### config.mk
export PLATFORM = sky130hd
export DESIGN_NAME = dfa_token_scanner
export DESIGN_NICKNAME = d
export VERILOG_FILES = /design/src/dts_pkg.sv /design/src/dts_scan_core.sv /design/src/dts_result_fifo.sv /design/src/dfa_token_scanner.sv
export SDC_FILE = /design/constraint.sdc
export NUM_CORES = 1
export LEC_CHECK = 0
export ABC_AREA = 0
export BUFFER_PORTS_ARGS = -buffer_cell sky130_fd_sc_hd__buf_2
export CAP_MARGIN = 5
export CELL_PAD_IN_SITES_DETAIL_PLACEMENT = 1
export CELL_PAD_IN_SITES_GLOBAL_PLACEMENT = 2
export CORE_UTILIZATION = 44
export CTS_CLUSTER_SIZE = 40
export DETAILED_ROUTE_END_ITERATION = 8
export GPL_ROUTABILITY_DRIVEN = 0
export PLACE_DENSITY_LB_ADDON = 0.1
export SETUP_SLACK_MARGIN = 0.1
export SYNTH_ARGS = -nofsm -noshare
export SYNTH_HDL_FRONTEND = slang
export SYNTH_SLANG_ARGS = --single-unit
### constraint.sdc
create_clock -name clk -period 9.8 [get_ports clk]
set_input_delay 1.96 -clock clk [delete_from_list [all_inputs] [get_ports clk]]
set_output_delay 1.96 -clock clk [all_outputs]
set_load 0.05 [all_outputs]
### src/dts_pkg.sv
// ----------------------------------------------------------------------------
// dts_pkg
// Types, character codes and scanner helper functions shared by the scanner.
// ----------------------------------------------------------------------------
`default_nettype none

package dts_pkg;

  localparam int START_W = 16;
  localparam int LEN_W   = 8;
  localparam int LINE_W  = 16;

  localparam logic [7:0] CH_SEMI  = 8'h3B;
  localparam logic [7:0] CH_EQ    = 8'h3D;
  localparam logic [7:0] CH_PLUS  = 8'h2B;
  localparam logic [7:0] CH_MINUS = 8'h2D;
  localparam logic [7:0] CH_STAR  = 8'h2A;
  localparam logic [7:0] CH_SLASH = 8'h2F;
  localparam logic [7:0] CH_DOT   = 8'h2E;
  localparam logic [7:0] CH_NL    = 8'h0A;
  localparam logic [7:0] CH_TAB   = 8'h09;
  localparam logic [7:0] CH_SPACE = 8'h20;

  // letters used by the keyword states
  localparam logic [7:0] CH_LC_B = 8'h62;
  localparam logic [7:0] CH_LC_D = 8'h64;
  localparam logic [7:0] CH_LC_E = 8'h65;
  localparam logic [7:0] CH_LC_I = 8'h69;
  localparam logic [7:0] CH_LC_L = 8'h6C;
  localparam logic [7:0] CH_LC_N = 8'h6E;
  localparam logic [7:0] CH_LC_O = 8'h6F;
  localparam logic [7:0] CH_LC_T = 8'h74;
  localparam logic [7:0] CH_LC_U = 8'h75;

  typedef enum logic [4:0] {
    ST_START   = 5'd0,
    ST_INT     = 5'd1,
    ST_DOT     = 5'd2,
    ST_FRAC    = 5'd3,
    ST_SLASH   = 5'd4,
    ST_COMMENT = 5'd5,
    ST_IDENT   = 5'd6,
    ST_KW_I    = 5'd7,
    ST_KW_IN   = 5'd8,
    ST_KW_INT  = 5'd9,
    ST_KW_D    = 5'd10,
    ST_KW_DO   = 5'd11,
    ST_KW_DOU  = 5'd12,
    ST_KW_DOUB = 5'd13,
    ST_KW_DOUBL = 5'd14,
    ST_KW_DOUBLE = 5'd15
  } scan_state_t;

  typedef enum logic [2:0] {
    KIND_SEP     = 3'd0,
    KIND_OP      = 3'd1,
    KIND_REAL    = 3'd2,
    KIND_INT     = 3'd3,
    KIND_COMMENT = 3'd4,
    KIND_KEYWORD = 3'd5,
    KIND_IDENT   = 3'd6,
    KIND_ERROR   = 3'd7
  } kind_t;

  typedef struct packed {
    kind_t               kind;
    logic [START_W-1:0]  start;
    logic [LEN_W-1:0]    length;
    logic [LINE_W-1:0]   line;
    logic                last;
  } token_t;

  typedef struct packed {
    logic   valid0;
    logic   valid1;
    token_t tok0;
    token_t tok1;
  } step_out_t;

  typedef struct packed {
    logic        emit;
    kind_t       kind;
    logic        halt;
    logic        go;
    scan_state_t nstate;
  } start_out_t;

  function automatic logic is_digit(input logic [7:0] c);
    return (c >= 8'h30) && (c <= 8'h39);
  endfunction

  function automatic logic is_alpha(input logic [7:0] c);
    return ((c >= 8'h61) && (c <= 8'h7A)) || ((c >= 8'h41) && (c <= 8'h5A));
  endfunction

  function automatic logic [7:0] kw_expect(input scan_state_t st);
    logic [7:0] e;
    unique case (st)
      ST_KW_I:      e = CH_LC_N;
      ST_KW_IN:     e = CH_LC_T;
      ST_KW_INT:    e = CH_SPACE;
      ST_KW_D:      e = CH_LC_O;
      ST_KW_DO:     e = CH_LC_U;
      ST_KW_DOU:    e = CH_LC_B;
      ST_KW_DOUB:   e = CH_LC_L;
      ST_KW_DOUBL:  e = CH_LC_E;
      ST_KW_DOUBLE: e = CH_SPACE;
      default:      e = CH_SPACE;
    endcase
    return e;
  endfunction

  // ST_START here means the keyword is complete
  function automatic scan_state_t kw_follow(input scan_state_t st);
    scan_state_t f;
    unique case (st)
      ST_KW_I:     f = ST_KW_IN;
      ST_KW_IN:    f = ST_KW_INT;
      ST_KW_D:     f = ST_KW_DO;
      ST_KW_DO:    f = ST_KW_DOU;
      ST_KW_DOU:   f = ST_KW_DOUB;
      ST_KW_DOUB:  f = ST_KW_DOUBL;
      ST_KW_DOUBL: f = ST_KW_DOUBLE;
      default:     f = ST_START;
    endcase
    return f;
  endfunction

  // decision for a byte seen in the start state
  function automatic start_out_t start_char(input logic [7:0] c);
    start_out_t s;
    s.emit   = 1'b0;
    s.kind   = KIND_ERROR;
    s.halt   = 1'b0;
    s.go     = 1'b0;
    s.nstate = ST_START;
    if (c == CH_SPACE || c == CH_NL || c == CH_TAB) begin
      s.emit = 1'b0;
    end else if (c == CH_SEMI || c == CH_EQ) begin
      s.emit = 1'b1;
      s.kind = KIND_SEP;
    end else if (c == CH_PLUS || c == CH_MINUS || c == CH_STAR) begin
      s.emit = 1'b1;
      s.kind = KIND_OP;
    end else if (is_digit(c)) begin
      s.go     = 1'b1;
      s.nstate = ST_INT;
    end else if (c == CH_SLASH) begin
      s.go     = 1'b1;
      s.nstate = ST_SLASH;
    end else if (c == CH_LC_I) begin
      s.go     = 1'b1;
      s.nstate = ST_KW_I;
    end else if (c == CH_LC_D) begin
      s.go     = 1'b1;
      s.nstate = ST_KW_D;
    end else if (is_alpha(c)) begin
      s.go     = 1'b1;
      s.nstate = ST_IDENT;
    end else begin
      s.emit = 1'b1;
      s.kind = KIND_ERROR;
      s.halt = 1'b1;
    end
    return s;
  endfunction

endpackage

`default_nettype wire

### src/dts_scan_core.sv
// ----------------------------------------------------------------------------
// dts_scan_core
// Scanner state registers and the combinational step that yields up to two tokens.
// ----------------------------------------------------------------------------
`default_nettype none

module dts_scan_core #(
  parameter int POSITION_BITS = 16
) (
  input  wire logic              clk,
  input  wire logic              rst,
  input  wire logic              step,
  input  wire logic [7:0]        text_byte,
  input  wire logic              end_of_text,
  output dts_pkg::step_out_t     res
);

  dts_pkg::scan_state_t scan_state, scan_state_next;
  logic [dts_pkg::LEN_W-1:0]  lexeme_length, lexeme_length_next;
  logic [POSITION_BITS-1:0]   lexeme_start, lexeme_start_next;
  logic [POSITION_BITS-1:0]   text_position, text_position_next;
  logic [dts_pkg::LINE_W-1:0] line_count, line_count_next;
  logic                       halted, halted_next;

  dts_pkg::start_out_t        sc;
  logic [dts_pkg::LEN_W-1:0]  ext_len;
  logic [dts_pkg::LINE_W-1:0] la;
  logic                       fin;
  dts_pkg::kind_t             fin_kind;
  logic [dts_pkg::LEN_W-1:0]  fin_len;
  logic [dts_pkg::LINE_W-1:0] fin_line;
  logic                       rescan;
  dts_pkg::token_t            pend_tok, sc_tok;

  always_comb begin
    sc       = dts_pkg::start_char(text_byte);
    ext_len  = (lexeme_length == '1) ? lexeme_length : lexeme_length + 1'b1;
    la       = (text_byte == dts_pkg::CH_NL && line_count != '1) ?
               line_count + 1'b1 : line_count;

    scan_state_next    = scan_state;
    lexeme_length_next = lexeme_length;
    lexeme_start_next  = lexeme_start;
    text_position_next = text_position;
    line_count_next    = line_count;
    halted_next        = halted;
    fin      = 1'b0;
    fin_kind = dts_pkg::KIND_ERROR;
    fin_len  = lexeme_length;
    fin_line = line_count;
    rescan   = 1'b0;

    if (end_of_text) begin
      if (!halted) begin
        fin = 1'b1;
        unique case (scan_state) inside
          dts_pkg::ST_INT:     fin_kind = dts_pkg::KIND_INT;
          dts_pkg::ST_DOT:     fin_kind = dts_pkg::KIND_ERROR;
          dts_pkg::ST_FRAC:    fin_kind = dts_pkg::KIND_REAL;
          dts_pkg::ST_SLASH:   fin_kind = dts_pkg::KIND_OP;
          dts_pkg::ST_COMMENT: fin_kind = dts_pkg::KIND_COMMENT;
          dts_pkg::ST_IDENT, dts_pkg::ST_KW_I, dts_pkg::ST_KW_IN, dts_pkg::ST_KW_INT,
          dts_pkg::ST_KW_D, dts_pkg::ST_KW_DO, dts_pkg::ST_KW_DOU, dts_pkg::ST_KW_DOUB,
          dts_pkg::ST_KW_DOUBL, dts_pkg::ST_KW_DOUBLE:
                               fin_kind = dts_pkg::KIND_IDENT;
          default:             fin = 1'b0;
        endcase
      end
      // new text starts from scratch
      scan_state_next    = dts_pkg::ST_START;
      lexeme_length_next = '0;
      lexeme_start_next  = '0;
      text_position_next = '0;
      line_count_next    = '0;
      halted_next        = 1'b0;
    end else if (!halted) begin
      text_position_next = text_position + 1'b1;
      line_count_next    = la;
      unique case (scan_state) inside
        dts_pkg::ST_INT: begin
          if (dts_pkg::is_digit(text_byte)) begin
            lexeme_length_next = ext_len;
          end else if (text_byte == dts_pkg::CH_DOT) begin
            lexeme_length_next = ext_len;
            scan_state_next    = dts_pkg::ST_DOT;
          end else begin
            fin      = 1'b1;
            fin_kind = dts_pkg::KIND_INT;
            rescan   = 1'b1;
          end
        end
        dts_pkg::ST_DOT: begin
          lexeme_length_next = ext_len;
          if (dts_pkg::is_digit(text_byte)) begin
            scan_state_next = dts_pkg::ST_FRAC;
          end else begin
            // malformed real: error includes this byte
            fin             = 1'b1;
            fin_kind        = dts_pkg::KIND_ERROR;
            fin_len         = ext_len;
            fin_line        = la;
            scan_state_next = dts_pkg::ST_START;
            halted_next     = 1'b1;
          end
        end
        dts_pkg::ST_FRAC: begin
          if (dts_pkg::is_digit(text_byte)) begin
            lexeme_length_next = ext_len;
          end else begin
            fin      = 1'b1;
            fin_kind = dts_pkg::KIND_REAL;
            rescan   = 1'b1;
          end
        end
        dts_pkg::ST_SLASH: begin
          if (text_byte == dts_pkg::CH_SLASH) begin
            lexeme_length_next = ext_len;
            scan_state_next    = dts_pkg::ST_COMMENT;
          end else begin
            fin      = 1'b1;
            fin_kind = dts_pkg::KIND_OP;
            rescan   = 1'b1;
          end
        end
        dts_pkg::ST_COMMENT: begin
          if (text_byte == dts_pkg::CH_NL) begin
            fin      = 1'b1;
            fin_kind = dts_pkg::KIND_COMMENT;
            rescan   = 1'b1;
          end else begin
            lexeme_length_next = ext_len;
          end
        end
        dts_pkg::ST_IDENT, dts_pkg::ST_KW_I, dts_pkg::ST_KW_IN, dts_pkg::ST_KW_INT,
        dts_pkg::ST_KW_D, dts_pkg::ST_KW_DO, dts_pkg::ST_KW_DOU, dts_pkg::ST_KW_DOUB,
        dts_pkg::ST_KW_DOUBL, dts_pkg::ST_KW_DOUBLE: begin
          if (scan_state != dts_pkg::ST_IDENT &&
              text_byte == dts_pkg::kw_expect(scan_state)) begin
            if (dts_pkg::kw_follow(scan_state) != dts_pkg::ST_START) begin
              lexeme_length_next = ext_len;
              scan_state_next    = dts_pkg::kw_follow(scan_state);
            end else begin
              fin      = 1'b1;
              fin_kind = dts_pkg::KIND_KEYWORD;
              rescan   = 1'b1;
            end
          end else if (dts_pkg::is_alpha(text_byte) || dts_pkg::is_digit(text_byte)) begin
            lexeme_length_next = ext_len;
            scan_state_next    = dts_pkg::ST_IDENT;
          end else begin
            fin      = 1'b1;
            fin_kind = dts_pkg::KIND_IDENT;
            rescan   = 1'b1;
          end
        end
        default: rescan = 1'b1;
      endcase

      if (rescan) begin
        scan_state_next = sc.nstate;
        if (sc.go) begin
          lexeme_start_next  = text_position;
          lexeme_length_next = {{(dts_pkg::LEN_W-1){1'b0}}, 1'b1};
        end
        if (sc.halt) begin
          halted_next = 1'b1;
        end
      end
    end

    pend_tok.kind   = fin_kind;
    pend_tok.start  = dts_pkg::START_W'(lexeme_start);
    pend_tok.length = fin_len;
    pend_tok.line   = fin_line;
    pend_tok.last   = 1'b0;

    sc_tok.kind   = sc.kind;
    sc_tok.start  = dts_pkg::START_W'(text_position);
    sc_tok.length = {{(dts_pkg::LEN_W-1){1'b0}}, 1'b1};
    sc_tok.line   = la;
    sc_tok.last   = 1'b1;

    // pending token goes first, a rescanned byte's token second
    res.valid0 = fin || (rescan && sc.emit);
    res.valid1 = fin && rescan && sc.emit;
    res.tok0   = fin ? pend_tok : sc_tok;
    res.tok0.last = !res.valid1;
    res.tok1   = sc_tok;
  end

  always_ff @(posedge clk) begin
    if (rst) begin
      scan_state    <= dts_pkg::ST_START;
      lexeme_length <= '0;
      lexeme_start  <= '0;
      text_position <= '0;
      line_count    <= '0;
      halted        <= 1'b0;
    end else if (step) begin
      scan_state    <= scan_state_next;
      lexeme_length <= lexeme_length_next;
      lexeme_start  <= lexeme_start_next;
      text_position <= text_position_next;
      line_count    <= line_count_next;
      halted        <= halted_next;
    end
  end

endmodule

`default_nettype wire

### src/dts_result_fifo.sv
// ----------------------------------------------------------------------------
// dts_result_fifo
// Four-entry token queue that takes up to two tokens a cycle and gives one.
// ----------------------------------------------------------------------------
`default_nettype none

module dts_result_fifo (
  input  wire logic             clk,
  input  wire logic             rst,
  input  wire logic             push0,
  input  wire logic             push1,
  input  dts_pkg::token_t       tok0,
  input  dts_pkg::token_t       tok1,
  input  wire logic             pop,
  output logic                  room2,
  output logic                  head_valid,
  output dts_pkg::token_t       head
);

  localparam int DEPTH = 4;
  localparam int PTR_W = $clog2(DEPTH);

  dts_pkg::token_t    mem [DEPTH];
  logic [PTR_W-1:0]   wr_ptr, wr_ptr_next;
  logic [PTR_W-1:0]   rd_ptr, rd_ptr_next;
  logic [PTR_W:0]     count, count_next;
  logic [PTR_W:0]     n_push;

  always_comb begin
    n_push      = {{PTR_W{1'b0}}, push0} + {{PTR_W{1'b0}}, push1};
    wr_ptr_next = wr_ptr + n_push[PTR_W-1:0];
    rd_ptr_next = pop ? rd_ptr + 1'b1 : rd_ptr;
    count_next  = count + n_push - {{PTR_W{1'b0}}, pop};
  end

  assign room2      = (count <= (PTR_W+1)'(DEPTH - 2));
  assign head_valid = (count != '0);
  assign head       = mem[rd_ptr];

  always_ff @(posedge clk) begin
    if (rst) begin
      wr_ptr <= '0;
      rd_ptr <= '0;
      count  <= '0;
    end else begin
      wr_ptr <= wr_ptr_next;
      rd_ptr <= rd_ptr_next;
      count  <= count_next;
    end
  end

  always_ff @(posedge clk) begin
    if (push0) begin
      mem[wr_ptr] <= tok0;
    end
    if (push1) begin
      mem[wr_ptr + 1'b1] <= tok1;
    end
  end

endmodule

`default_nettype wire

### src/dfa_token_scanner.sv
// ----------------------------------------------------------------------------
// dfa_token_scanner
// Byte-stream lexical scanner: one character per beat in, tokens out.
// ----------------------------------------------------------------------------
//  channel | handshake           | payload
//  --------+---------------------+---------------------------------------------
//  in      | in_valid / in_ready | text_byte, end_of_text
//  out     | out_valid/out_ready | token_kind, token_start, token_length,
//          |                     | line_number, last_of_run
//
//  a beat sits in the input register, then one scanner step writes its
//  tokens into a four-entry result queue; the first token passes the input
//  register and then the queue before it can leave. one beat per cycle is
//  sustained while the queue drains; a beat giving two tokens hands them
//  out one at a time. the step waits while the queue has fewer than two
//  free entries. rst clears scanner and queue state.
// ----------------------------------------------------------------------------
`default_nettype none

module dfa_token_scanner #(
  parameter int POSITION_BITS = 16
) (
  input  wire logic        clk,
  input  wire logic        rst,
  input  wire logic        in_valid,
  output logic             in_ready,
  input  wire logic [7:0]  text_byte,
  input  wire logic        end_of_text,
  output logic             out_valid,
  input  wire logic        out_ready,
  output logic [2:0]       token_kind,
  output logic [15:0]      token_start,
  output logic [7:0]       token_length,
  output logic [15:0]      line_number,
  output logic             last_of_run
);

  logic               ib_valid;
  logic [7:0]         ib_byte;
  logic               ib_eot;
  logic               step;
  logic               room2;
  dts_pkg::step_out_t res;
  dts_pkg::token_t    head;

  assign step     = ib_valid && room2;
  assign in_ready = !ib_valid || step;

  always_ff @(posedge clk) begin
    if (rst) begin
      ib_valid <= 1'b0;
    end else if (in_ready) begin
      ib_valid <= in_valid;
    end
  end

  always_ff @(posedge clk) begin
    if (in_valid && in_ready) begin
      ib_byte <= text_byte;
      ib_eot  <= end_of_text;
    end
  end

  dts_scan_core #(
    .POSITION_BITS(POSITION_BITS)
  ) u_core (
    .clk         (clk),
    .rst         (rst),
    .step        (step),
    .text_byte   (ib_byte),
    .end_of_text (ib_eot),
    .res         (res)
  );

  dts_result_fifo u_fifo (
    .clk        (clk),
    .rst        (rst),
    .push0      (step && res.valid0),
    .push1      (step && res.valid1),
    .tok0       (res.tok0),
    .tok1       (res.tok1),
    .pop        (out_valid && out_ready),
    .room2      (room2),
    .head_valid (out_valid),
    .head       (head)
  );

  assign token_kind   = head.kind;
  assign token_start  = head.start;
  assign token_length = head.length;
  assign line_number  = head.line;
  assign last_of_run  = head.last;

endmodule

`default_nettype wire

==> Word level (Yosys, flattened, before mapping) <==
Memory sizes are Yosys's and may differ from the RTL's. A register that Yosys moved wholly into a read port is not among the register bits.
Cells that the tools add are included.
{ "word_totals": {"reg_bits": 79, "memories": 2, "rom_bits": 96, "input_bits": 13, "out_inout_bits": 46, "elab_cells": 214, "ram_bits": 176} }
{ "op_classes": {"eq_ne": 37, "add_sub_neg": 9, "n_mux": 112, "n_reduce_logical": 35, "magnitude_cmp": 7} }
{ "mem_list": {"columns": ["name", "depth", "word_bits", "rd", "rd_ports_with_merged_regs", "wr", "line", "rtl"], "rows": [
  ["u_fifo.mem", 4, 44, 1, 1, 2, "dts_result_fifo.sv:23", "dts_pkg::token_t mem [DEPTH];"],
  ["(no name shown)", 16, 6, 1, 1, 0, "dts_pkg.sv:98", "unique case (st)"]
]} }
{ "ops": {"columns": ["op", "count"], "rows": [
  ["$mux 16", 13],
  ["$mux 8", 21],
  ["$mux 5", 18],
  ["$eq 8x6->1 const B", 8],
  ["$pmux 8 s6", 1],
  ["$mux 44", 1],
  ["$eq 5x4->1 const B", 8],
  ["$add 16x1->16 const B", 2],
  ["$mux 6", 5],
  ["$pmux 3 s5", 2],
  ["$pmux 4 s7", 1],
  ["$mux 1", 27],
  ["$mux 3", 8],
  ["$eq 5x3->1 const B", 4],
  ["$pmux 5 s4", 1],
  ["$eq 8x4->1 const B", 2],
  ["$eq 8x7->1 const B", 2],
  ["$ge 8x7->1 const B", 2],
  ["$le 8x7->1 const B", 2],
  ["$mux 4", 4],
  ["$ne 16x16->1 const B", 1],
  ["$reduce_or 15->1", 1],
  ["$mux 7", 2],
  ["$logic_and 1x1->1", 13],
  ["34 further kinds", 51]
]} }

==> Logic depth before layout (Yosys ltp) <==
{ "depth": {"ltp_word": 25, "mapped_depth": 17} }

==> Modules after synthesis <==
A second synthesis with hierarchy kept.
{ "hier_totals": {"hier_cells": 1107, "hier_area_um2": 14121.0} }
{ "modules_own_cells": {"columns": ["mod", "area_per_inst_um2", "cells_each", "n_inst"], "rows": [
  ["dts_result_fifo", 8961.1, 473, 1],
  ["dts_scan_core", 4805.9, 616, 1],
  ["dfa_token_scanner", 354.1, 18, 1]
]} }

==> Least setup slack after synthesis <==
OpenSTA, ideal clock, no wires.
{ "synth_path": {"path_type": "flip-flop to output port", "startpoint": "reg with a tool-made name", "endpoint": "out line_number[11]", "t_required_ns": 7.840, "setup_slack_ns": 5.936, "arrival_ns": 1.904, "path_stages_with_launch": 4, "path_cell_list": "dfxtp_1 > clkbuf_1 > buf_1 > mux4_2"} }
{ "synth_lines": {"columns": ["element", "line", "rtl"], "rows": [
  ["to (decl)", "dfa_token_scanner.sv:34", "output logic [15:0] line_number,"]
]} }

==> impl_results.md <==
* Initial Util at 44.7%
* ANT nets after route at 0
* Peak Freq at 0.198 GHz
* FF-to-FF Start: ib_byte[2]
* EDFF count, synth at 149
* Setup crit start kind: flop
* R2R cell count at 11
* Global route total overflow at 0
* Layout net count at 1,358
* Post-Route Skew at 0.0189 ns
* CTS Buf Count at 28
* Die area at 31,800 um2
* Post-synthesis xor/xnor area fraction at 1.73%
* DRC at 0
* Largest family of logic cells by synthesized area: compound AO/OA/AOI/OAI gates
* First-pass GRT wire length at 64,600 um
* Worst hold-check path type: reg -> reg
* Worst-path cell with the longest stage delay: a21oi_2
* Wire per inst at 23.7 um
* Compound-Gate Fraction of Synth Area at slightly below 20%
* H-tree depth at 1
* Vias in the first global route at between 10,000 and 15,000
* Sw frac at 32.4%
* Layout area overhead at 10.2%
* Worst Path Max Fanout at 28
* Initial antenna violation count at 0
* Detail Placement HPWL at 27,700 um
* Post-cts resize count at 0
* Largest net degree at the start of global routing at 51
* DR iter-0 viols at 718
* Hold Fails Final Rpt at 0
* Peak supply drop at 0.132 mV
* Crit path DAT at between 5 and 6 ns
* Total number of yosys warnings at 0
* Worst R2R End: u_fifo.mem[0][0]
* Layout cell share with drive strength beyond 1 at 15.8%
* PD cells at roughly 200 nW/um2
* Relative slew margins at 25.6%
* Crit path to: u_fifo.mem[0][0]
* Reg2Reg Setup Slack at 4.76 ns
* Total number of vias at 10,700
* Slew @ Worst Pin at 1.11 ns
* Tcrit/Tclk final at 51.4%
* Critical path class: reg -> reg
* Antenna Cells at 0
* Syn Nets at 1,350
* Most used DFF post-synth: edfxtp_1
* CTS Hold Bufs at 0
* Sw Pwr at slightly below 1 mW
* Setup violations, final at 0
* Outcome: finished clean
* Post-synthesis area per instance at around 10 um2
* Hold WS at 0.459 ns
* Port Buf Inserts at 58
* RSZ-0062 raised after global routing: false
* Clk pwr share at 35.6%
* Skew-Pair Late Insertion Delay at between 0.5 and 0.6 ns
* Max Cap Violations at 0
* Setup slack after layout at about 4.8 ns
* First-pass DRT Iterations at 5
* Row Count at 64
* Seq cells post-synth at 262
* Seq pwr share at between 40% and 50%
* Post-synthesis adder-cell area fraction at 1.15%
* Worst-path cell chain: o21ai_0 > nand2_1 > o21ai_1 > or3_1 > a311oi_4 > nand3_1 > inv_1 > a21oi_2 > clkinv_1 > buf_4 > o21a_1
* Crit-path max cell delay at 0.73 ns
* Mapped cell area at roughly 14,000 um2
* Count of different cell masters after synthesis at 87
* Total routed wirelength at 41,500 um
* Synth Instances at 1,325
* Filler instances at 3,337
* CP endpoint kind: flop
* TritonCTS clock tree: built
* Tot GR Track Use at 26.7%
* Die Span Y at 178 um
* DIE WIDTH at 178 um
* Lkg Pwr at 5.15 nW
* Setup TNS at 0 ns
* CP required at 10.25 ns
* Setup Fix Bufs, Post-CTS at 0
* Period minus WS final at 5.04 ns
* Final Slew Violations at 0
* Post-synthesis simple-gate area fraction at 16.0%
* Mux cell area share after synthesis at 8.08%
* Core Region at 30,600 um2
* Asr flop ratio synth at 0%
* Vias per cell at 6.14
* Crit path launch: ib_byte[2]
* IO Pins at 59
* Clock Path Buffers at 3
* Register area share after synthesis at 49.2%
* Worst slack, placed at 4.80 ns
* Worst-path clk slew at 0.07 ns
* Combinational power share at 21.9%
* CTS root buf: clkbuf_16
* # clock sinks at approximately 260
* Internal power at 2.03 mW
layout make-up:
class	instances	area [um2]	area share, %
repair buffers	74	410	2.72
inverters	27	104	0.689
clock inverters	12	124	0.822
multi-input cells	940	6400	42.5
clock buffers	39	792	5.26
well taps	396	495	3.29
flip-flops and latches	262	6740	44.7
cell usage after synthesis, types with 18 or more instances:
| library cell | n | area, um2 |
|---|---|---|
| mux4_2 | 44 | 991 |
| or3_1 | 19 | 119 |
| dfxtp_1 | 113 | 2260 |
| nor2_1 | 85 | 319 |
| inv_1 | 26 | 97.6 |
| buf_2 | 23 | 115 |
| nor3_1 | 22 | 110 |
| nand3_1 | 51 | 255 |
| a22o_1 | 81 | 709 |
| clkbuf_1 | 51 | 191 |
| nand2_1 | 134 | 503 |
| o21ai_0 | 134 | 671 |
| edfxtp_1 | 149 | 4470 |
| and2_1 | 18 | 113 |
| a21oi_1 | 105 | 526 |
cells in the final DEF (no fill, tap or decap), drive strengths merged, types with 39 or more instances in the layout:
master,netlist,final
nand2,135,135
a21oi,110,110
dfxtp,113,113
nand3,51,51
o21ai,144,144
mux4,44,44
buf,44,74
edfxtp,149,149
nor2,92,92
a22o,81,81
clkbuf,52,39
per-layer routing:
| layer | vias to the layer above | wire, um | track usage, % |
|---|---|---|---|
| met2 | 267 | 20100 | 44.8 |
| li1 | 4988 | - | - |
| met4 | 0 | 1310 | 9.11 |
| met5 | - | 0 | 0 |
| met1 | 5411 | 18200 | 35.4 |
| met3 | 81 | 1920 | 3.43 |
metrics by stage:
| step | cells | instance area (um2) | total power [mW] | utilization [%] |
|---|---|---|---|---|
| after floorplan | 1325 | 13700 | 1.80 | - |
| after detailed placement | 1699 | 14200 | 1.97 | 46.3 |
| after CTS | 1750 | 15100 | 3.03 | 49.3 |
| after global placement | 1699 | 14200 | 1.96 | 46.3 |
| after global routing | 1750 | 15100 | 3.12 | 49.3 |
| final | 1750 | 15100 | 3.00 | 49.3 |
state kept, by name, summed over array words and instances, names as in the netlist, named ones only:
name and flops:
u_core.line_count 16, u_fifo.wr_ptr 2, u_fifo.count 3, ib_byte 8, u_fifo.mem 176, ib_eot 1, u_core.halted 1, u_fifo.rd_ptr 2
ib_valid 1, u_core.lexeme_start 16, u_core.lexeme_length 8, u_core.scan_state 4, u_core.text_position 16
cell families after synthesis:
family | after synthesis
adder cells (fa/ha/maj) | 12
buffers and inverters | 123
flip-flops | 262
AND/OR/NAND/NOR | 428
AO/OA/AOI/OAI | 418
multiplexers | 55
XOR/XNOR | 27
worst min path at each step:
stage / from / end / cells after the start
6_report: u_fifo.mem[2][20] / u_fifo.mem[2][20] / 2
5_1_grt: u_fifo.mem[2][20] / u_fifo.mem[2][20] / 2
4_1_cts: u_fifo.mem[2][20] / u_fifo.mem[2][20] / 2
3_5_place_dp: u_fifo.mem[3][0] / u_fifo.mem[3][0] / 1
3_3_place_gp: u_fifo.mem[3][0] / u_fifo.mem[3][0] / 1
2_1_floorplan: u_fifo.mem[2][18] / u_fifo.mem[2][18] / 2
power by group through the flow:
stage / registers (mW) / clock network (mW) / logic (mW)
3_3_place_gp: 1.30 / 0 / 0.657
6_report: 1.28 / 1.07 / 0.659
2_1_floorplan: 1.23 / 0 / 0.566
5_1_grt: 1.29 / 1.12 / 0.701
3_5_place_dp: 1.31 / 0 / 0.662
4_1_cts: 1.28 / 1.09 / 0.663
worst max-delay path: cells and delay by family (launching register included):
kind,cells,cell delay [ns]
compound gates,5,1.98
buf+inv,3,1.27
flops,1,0.59
simple gates,3,1.06
Power figures use the tool's default switching activity.
